### config.mk
export PLATFORM = sky130hd
export DESIGN_NAME = range_list_decoder_core
export DESIGN_NICKNAME = d
export VERILOG_FILES = /design/src/rtl/rld_pkg.sv /design/src/rtl/range_list_decoder_core.sv
export SDC_FILE = /design/constraint.sdc
export NUM_CORES = 2
export LEC_CHECK = 0
export ABC_CLOCK_PERIOD_IN_PS = 21200
export BUFFER_PORTS_ARGS = -buffer_cell sky130_fd_sc_hd__buf_2
export CAP_MARGIN = 20
export CORE_MARGIN = 3
export CORE_UTILIZATION = 45
export CTS_BUF_LIST = sky130_fd_sc_hd__clkbuf_2
export DETAILED_ROUTE_END_ITERATION = 6
export PLACE_DENSITY = 0.65
export SLEW_MARGIN = 20
export SYNTH_ARGS = -nofsm -noshare
export SYNTH_HDL_FRONTEND = slang
export SYNTH_SLANG_ARGS = --single-unit
### constraint.sdc
create_clock -name clk -period 21.2 [get_ports clk]
set_clock_uncertainty 0.2 [all_clocks]
set_input_delay 2.12 -clock clk [delete_from_list [all_inputs] [get_ports clk]]
set_output_delay 2.12 -clock clk [all_outputs]
set_load 0.02 [all_outputs]
### src/rtl/rld_pkg.sv
// ----------------------------------------------------------------------------
// rld_pkg
// Shared types and constants for the range-list decoder.
// ----------------------------------------------------------------------------
package rld_pkg;

  localparam int AddrW    = 64;
  localparam int ByteW    = 8;
  localparam int AbW      = 4;
  localparam int CountW   = 4;
  localparam int ShiftW   = 7;
  localparam int KindW    = 3;
  localparam int CfgIdxW  = 2;
  localparam int CfgDataW = 64;
  localparam int OutDataW = 2 * AddrW;

  typedef enum logic [1:0] {
    PH_KIND   = 2'd0,
    PH_FIRST  = 2'd1,
    PH_SECOND = 2'd2
  } phase_t;

  typedef enum logic [1:0] {
    ST_RANGE    = 2'd0,
    ST_END      = 2'd1,
    ST_BAD_KIND = 2'd2
  } status_t;

  localparam logic [ByteW-1:0] KIND_END_CODE = 8'd0;
  localparam logic [ByteW-1:0] KIND_MAX_CODE = 8'd7;

  localparam logic [KindW-1:0] KIND_NONE        = 3'd0;
  localparam logic [KindW-1:0] KIND_BASEX       = 3'd1;
  localparam logic [KindW-1:0] KIND_OFFSET_PAIR = 3'd4;
  localparam logic [KindW-1:0] KIND_BASE_ADDR   = 3'd5;
  localparam logic [KindW-1:0] KIND_START_END   = 3'd6;
  localparam logic [KindW-1:0] KIND_START_LEN   = 3'd7;

  localparam logic [CfgIdxW-1:0] CFG_DWARF5     = 2'd0;
  localparam logic [CfgIdxW-1:0] CFG_ADDR_BYTES = 2'd1;
  localparam logic [CfgIdxW-1:0] CFG_CU_BASE    = 2'd2;
  localparam logic [CfgIdxW-1:0] CFG_LITTLE_END = 2'd3;

  localparam logic [AbW-1:0]    ADDR_BYTES_RST = 4'd8;
  localparam logic [ShiftW-1:0] ULEB_STEP      = 7'd7;

endpackage

### src/rtl/range_list_decoder_core.sv
// ----------------------------------------------------------------------------
// range_list_decoder_core
// Range-list byte stream decoder: one byte a beat, one result beat per range,
// end or bad-kind entry, version 4 address pairs or version 5 kind-coded entries.
// ----------------------------------------------------------------------------
// Result: registered; the result beat is valid in the cycle after its input beat is accepted.
// Throughput: 1 byte per cycle while the output is not stalled; the parse
//   state registers and the result register are separate, so input is taken
//   while a result waits unless that result is stalled by m_axis_tready.
// Reset: synchronous, clears parse state, base, halt flag and output valid,
//   and loads the register reset values.
module range_list_decoder_core #(
  parameter int MAX_ADDR_BYTES = 8
) (
  input  logic                           clk,
  input  logic                           rst,
  input  logic                           s_axis_tvalid,
  output logic                           s_axis_tready,
  input  logic [rld_pkg::ByteW-1:0]      s_axis_tdata,   // [7:0] data_byte
  input  logic                           s_axis_tuser,   // [0] list_start
  output logic                           m_axis_tvalid,
  input  logic                           m_axis_tready,
  output logic [rld_pkg::OutDataW-1:0]   m_axis_tdata,   // [63:0] range_low, [127:64] range_high
  output logic [1:0]                     m_axis_tuser,   // [1:0] status
  input  logic                           cfg_wr_en,
  input  logic [rld_pkg::CfgIdxW-1:0]    cfg_index,
  input  logic [rld_pkg::CfgDataW-1:0]   cfg_data
);
  import rld_pkg::*;

  logic             dwarf5_mode;
  logic [AbW-1:0]   address_bytes;
  logic [AddrW-1:0] cu_base_address;
  logic             little_endian;

  phase_t            parse_phase, parse_phase_next;
  logic [KindW-1:0]  record_kind, record_kind_next;
  logic [CountW-1:0] byte_count, byte_count_next;
  logic [AddrW-1:0]  field_accumulator, field_accumulator_next;
  logic [ShiftW-1:0] shift_position, shift_position_next;
  logic [AddrW-1:0]  first_value, first_value_next;
  logic [AddrW-1:0]  current_base, current_base_next;
  logic              halted, halted_next;

  phase_t            eff_phase;
  logic [KindW-1:0]  eff_kind;
  logic [AddrW-1:0]  eff_first;
  logic [AddrW-1:0]  eff_base;
  logic              eff_halted;

  logic [ByteW-1:0]  b;
  logic              accept;
  logic [AbW-1:0]    addr_len;
  logic [AddrW-1:0]  addr_mask;
  logic              run_operand;
  phase_t            idx;
  logic              is_addr;
  logic [AddrW-1:0]  op_acc;
  logic [CountW-1:0] op_cnt;
  logic [ShiftW-1:0] op_shift;
  logic [AddrW-1:0]  acc_new;
  logic [CountW-1:0] cnt_new;
  logic [ShiftW-1:0] shift_new;
  logic              done;

  logic              emit;
  status_t           emit_status;
  logic              lo_add_base;
  logic [AddrW-1:0]  lo_a, hi_a, hi_b;
  logic [AddrW-1:0]  emit_low, emit_high;

  logic              out_valid;
  logic [AddrW-1:0]  out_low, out_high;
  status_t           out_status;

  assign b             = s_axis_tdata;
  assign s_axis_tready = !out_valid || m_axis_tready;
  assign accept        = s_axis_tvalid && s_axis_tready;

  always_comb begin
    if (address_bytes == '0) begin
      addr_len = AbW'(1);
    end else if (address_bytes > AbW'(MAX_ADDR_BYTES)) begin
      addr_len = AbW'(MAX_ADDR_BYTES);
    end else begin
      addr_len = address_bytes;
    end
  end

  always_comb begin
    for (int j = 0; j < AddrW / ByteW; j++) begin
      addr_mask[j*ByteW +: ByteW] = (AbW'(j) < addr_len) ? '1 : '0;
    end
  end

  always_comb begin
    if (s_axis_tuser) begin
      eff_phase  = PH_KIND;
      eff_kind   = KIND_NONE;
      eff_first  = '0;
      eff_base   = cu_base_address;
      eff_halted = 1'b0;
      op_acc     = '0;
      op_cnt     = '0;
      op_shift   = '0;
    end else begin
      eff_phase  = parse_phase;
      eff_kind   = record_kind;
      eff_first  = first_value;
      eff_base   = current_base;
      eff_halted = halted;
      op_acc     = field_accumulator;
      op_cnt     = byte_count;
      op_shift   = shift_position;
    end
    if (eff_phase == PH_KIND) begin
      op_acc   = '0;
      op_cnt   = '0;
      op_shift = '0;
    end
  end

  assign idx = (eff_phase == PH_KIND) ? PH_FIRST : eff_phase;

  always_comb begin
    is_addr = !dwarf5_mode || eff_kind == KIND_BASE_ADDR || eff_kind == KIND_START_END ||
              (eff_kind == KIND_START_LEN && idx == PH_FIRST);
    acc_new   = op_acc;
    cnt_new   = op_cnt;
    shift_new = op_shift;
    if (is_addr) begin
      if (little_endian) begin
        acc_new = op_acc | (AddrW'(b) << {op_cnt[2:0], 3'b000});
      end else begin
        acc_new = {op_acc[AddrW-ByteW-1:0], b};
      end
      cnt_new = op_cnt + CountW'(1);
      done    = cnt_new >= addr_len;
    end else begin
      if (!op_shift[ShiftW-1]) begin
        acc_new   = op_acc | (AddrW'(b[ByteW-2:0]) << op_shift[ShiftW-2:0]);
        shift_new = op_shift + ULEB_STEP;
      end
      done = !b[ByteW-1];
    end
  end

  always_comb begin
    parse_phase_next       = eff_phase;
    record_kind_next       = eff_kind;
    byte_count_next        = op_cnt;
    field_accumulator_next = op_acc;
    shift_position_next    = op_shift;
    first_value_next       = eff_first;
    current_base_next      = eff_base;
    halted_next            = eff_halted;
    run_operand            = 1'b0;
    emit                   = 1'b0;
    emit_status            = ST_RANGE;
    lo_add_base            = 1'b0;
    hi_a                   = '0;
    hi_b                   = '0;
    if (!eff_halted) begin
      if (eff_phase == PH_KIND) begin
        if (dwarf5_mode) begin
          if (b == KIND_END_CODE) begin
            emit        = 1'b1;
            emit_status = ST_END;
            halted_next = 1'b1;
          end else if (b > KIND_MAX_CODE) begin
            emit        = 1'b1;
            emit_status = ST_BAD_KIND;
            halted_next = 1'b1;
          end else begin
            record_kind_next = b[KindW-1:0];
            parse_phase_next = PH_FIRST;
          end
        end else begin
          run_operand = 1'b1;
        end
      end else begin
        run_operand = 1'b1;
      end
      if (run_operand) begin
        if (!done) begin
          parse_phase_next       = idx;
          field_accumulator_next = acc_new;
          byte_count_next        = cnt_new;
          shift_position_next    = shift_new;
        end else begin
          field_accumulator_next = '0;
          byte_count_next        = '0;
          shift_position_next    = '0;
          if (!dwarf5_mode) begin
            if (idx == PH_FIRST) begin
              first_value_next = acc_new;
              parse_phase_next = PH_SECOND;
            end else begin
              parse_phase_next = PH_KIND;
              if (eff_first == '0 && acc_new == '0) begin
                emit        = 1'b1;
                emit_status = ST_END;
                halted_next = 1'b1;
              end else if (eff_first == addr_mask) begin
                current_base_next = acc_new;
              end else begin
                emit        = 1'b1;
                lo_add_base = 1'b1;
                hi_a        = acc_new;
                hi_b        = eff_base;
              end
            end
          end else if (idx == PH_FIRST && eff_kind != KIND_BASEX &&
                       eff_kind != KIND_BASE_ADDR) begin
            first_value_next = acc_new;
            parse_phase_next = PH_SECOND;
          end else begin
            parse_phase_next = PH_KIND;
            case (eff_kind)
              KIND_OFFSET_PAIR: begin
                emit        = 1'b1;
                lo_add_base = 1'b1;
                hi_a        = acc_new;
                hi_b        = eff_base;
              end
              KIND_BASE_ADDR: current_base_next = acc_new;
              KIND_START_END: begin
                emit = 1'b1;
                hi_a = acc_new;
              end
              KIND_START_LEN: begin
                emit = 1'b1;
                hi_a = acc_new;
                hi_b = eff_first;
              end
              default: ;
            endcase
          end
        end
      end
    end
  end

  always_comb begin
    lo_a = lo_add_base ? eff_base : '0;
    if (emit_status == ST_RANGE) begin
      emit_low  = eff_first + lo_a;
      emit_high = hi_a + hi_b;
    end else begin
      emit_low  = '0;
      emit_high = '0;
    end
  end

  always_ff @(posedge clk) begin
    if (rst) begin
      dwarf5_mode     <= 1'b0;
      address_bytes   <= ADDR_BYTES_RST;
      cu_base_address <= '0;
      little_endian   <= 1'b1;
    end else if (cfg_wr_en) begin
      case (cfg_index)
        CFG_DWARF5:     dwarf5_mode     <= cfg_data[0];
        CFG_ADDR_BYTES: address_bytes   <= cfg_data[AbW-1:0];
        CFG_CU_BASE:    cu_base_address <= cfg_data[AddrW-1:0];
        CFG_LITTLE_END: little_endian   <= cfg_data[0];
        default: ;
      endcase
    end
  end

  always_ff @(posedge clk) begin
    if (rst) begin
      parse_phase       <= PH_KIND;
      record_kind       <= '0;
      byte_count        <= '0;
      field_accumulator <= '0;
      shift_position    <= '0;
      first_value       <= '0;
      current_base      <= '0;
      halted            <= 1'b0;
    end else if (accept) begin
      parse_phase       <= parse_phase_next;
      record_kind       <= record_kind_next;
      byte_count        <= byte_count_next;
      field_accumulator <= field_accumulator_next;
      shift_position    <= shift_position_next;
      first_value       <= first_value_next;
      current_base      <= current_base_next;
      halted            <= halted_next;
    end
  end

  always_ff @(posedge clk) begin
    if (rst) begin
      out_valid <= 1'b0;
    end else if (accept) begin
      out_valid <= emit;
    end else if (m_axis_tready) begin
      out_valid <= 1'b0;
    end
  end

  always_ff @(posedge clk) begin
    if (accept && emit) begin
      out_low    <= emit_low;
      out_high   <= emit_high;
      out_status <= emit_status;
    end
  end

  assign m_axis_tvalid = out_valid;
  assign m_axis_tdata  = {out_high, out_low};
  assign m_axis_tuser  = out_status;

endmodule

==> run metrics <==
Via-to-Cell Ratio=6.385; area share of the leading cell type in the synthesized netlist=0.1928; largest net degree at the start of global routing=110; net count after synthesis=3963; global-route wire length before repair=179700 microns; IO Pins=212; dpl hpwl=86970 microns; Clock Latency Late Sink=1.24 ns; Final Setup Violations=0; Synth async-reset ratio=0; Die X=260.2 microns; Post-synth EDFFs=130; CP Data Arrival Time=12.07 ns; DRC=6; Routed WL=121100 microns; Tcrit/Tclk final=0.5362; die span in y=260.2 microns; First DRT Iteration DRCs=4138; Post-CTS Repair Setup Buffers=0; Setup crit start kind=primary input; Crit path buffers/inverters=2; TritonCTS Buffers=109; top cells by area, synth=dfxtp_1, edfxtp_1, nor2_1; min-delay worst type=reg2reg; Final nets=4090; FMAX=0.08797 GHz; Syn Inst Count=3750; total track usage=0.3464; layout cell share with drive strength beyond 1=0.1325; crit-path leading delay family=compound AO/OA/AOI/OAI gates; area leader, netlist=dfxtp_1; main flop type after synthesis=dfxtp_1; routed vias=30770; clk sinks=410; #FFs+latches synth=410; status=finished, violations left; most frequent cells in the layout=nor2_1, nand2_1, a21oi_1; Synth cell types=94; CTS tree=built; slowest CP cell=a211oi_1; Top cell by count, worst path=a21o_1; kind of critical path=in2reg; final hold viol count=0; Max rail drop VDD=0.03670 mV; vias in the first global route=28320; Core Region=0.06354 sq mm; Pwr Density=52.32 mW/mm^2; initial antenna violation count=4; Crit path largest cell delay=1.01 ns; RSZ-0062 raised after global routing=no; Starting Density=0.4576; fillers=6506; max_cap viols=0; Final Critical Period=11.37 ns; Mapped Avg Cell Area=7.754 sq um; CP Max Fanout=51; most common cell after layout, fill and taps aside=nor2_1; utilization after layout=0.5007; mapped cell area=0.02908 sq mm; CTS H-tree lvls=3; static leakage=13.71 nW; max_slew headroom=0.1873; GP Congestion=1.054; Crit. End Element=register; DIE AREA=0.06770 sq mm; # port buffers=211; setup TNS=0 ns; Power Total=0.001665 W; failing checks=design-rule violations; fin. max-slew vios=0; Layout Area Growth over Synthesis=9.423%; FP Rows=92; sequential share of the synthesized area=0.3270; routed len/inst=25.13 microns; Yosys Warn Count=0; Req. time, crit path=21.90 ns; hold_buf cts=0; slew of the pin with the lowest slew margin=1.216 ns; Overflow after GRT=0; drt first pass iters=7; Clk pin slew, worst setup/hold paths=0.10 ns; Finished Layout Cells=4819; hold_ws=0.2666 ns; dpl cells=4612; clk buf depth=3; CTS resizes=0; Clk Tree Root Cell=clkbuf_2; Detail Route Antenna Nets=0
[layout make-up]
| class | count | area (sq um) | area share |
|---|---|---|---|
| tap | 846 | 1059 | 0.03327 |
| inverter | 61 | 235.2 | 0.007393 |
| timing repair buffer | 289 | 1669 | 0.05246 |
| multi-input combinational | 3006 | 18240 | 0.5731 |
| antenna | 4 | 10.01 | 0.0003146 |
| clock inverter | 24 | 205.2 | 0.006449 |
| sequential | 410 | 9509 | 0.2989 |
| clock buffer | 179 | 895.9 | 0.02816 |
[layer usage]
layer  track usage  share of wire
met5             0              0
met4        0.1836          0.055
met3       0.08540           0.11
met2        0.5029           0.42
met1        0.4728           0.42
[cell usage after synthesis, types with 9 or more instances]
cell type	count
nor2_1	623
nand2_1	383
a21oi_1	348
dfxtp_1	280
clkbuf_1	204
a21o_1	171
o21ai_0	166
ha_1	131
edfxtp_1	130
nor2b_1	106
a22oi_1	95
mux2i_1	80
a211oi_1	77
nand4_1	69
nand3_1	68
xnor2_1	63
inv_1	59
xor2_1	52
o22ai_1	48
nor3_1	47
a31oi_1	36
buf_2	36
and3_1	32
o21bai_1	24
nor4_1	22
o221ai_1	22
and2_1	21
nand2b_1	21
o21a_1	21
o211ai_1	19
a221oi_1	17
a2111oi_0	16
or4_1	14
a22o_1	12
buf_1	11
buf_4	11
buf_6	11
o31ai_1	11
and4_1	10
a221o_1	9
o21ai_1	9
or3_1	9
[metrics by stage]
stage / setup slack, ns / area [sq um]
detailed placement: 9.220 / 30710
floorplan: 11.89 / 29080
finish: 9.832 / 31820
CTS: 10.46 / 31810
global placement: 9.163 / 30700
global route: 9.568 / 31810
[where the power goes]
part           total (W)  internal (W)  switching, W  leakage [nW]
registers       0.000838      0.000823     0.0000152          3.53
clock network   0.000634      0.000270      0.000364         0.833
logic           0.000193     0.0000542      0.000139          9.34
total            0.00166       0.00115      0.000518          13.7
[tightest hold or removal path: stages (launching register included)]
cell	delay [ns]
dfxtp_1	0.33
nand2_1	0.05
a21oi_1	0.05
[path summary, 6_finish.rpt]
path	slack, ns	start	cells after the start	end
setup / recovery	9.83	s_axis_tuser	26	out_high[63]
hold reg to reg	0.27	cu_base_address[2]	2	cu_base_address[2]
setup reg to reg	10.38	parse_phase[1]	25	out_high[63]
hold / removal	0.27	cu_base_address[2]	2	cu_base_address[2]
[cell families after synthesis]
group | count (synthesis) | share of synthesized area
fa+ha+maj | 133 | 0.05775
buf+inv | 334 | 0.04892
compound gates | 1210 | 0.2744
mux | 86 | 0.02986
xor+xnor | 115 | 0.03464
flops | 410 | 0.3270
simple gates | 1462 | 0.2274
[sequential cells by signal, summed over array words and instances (netlist names), 2 cells and up]
register and count:
record_kind 3, byte_count 4, cu_base_address 64, current_base 64, field_accumulator 64, out_low 64, out_high 64, shift_position 7
parse_phase 2, address_bytes 4, first_value 64, m_axis_tuser 2
Note: power is estimated with default switching activity, not from simulation.
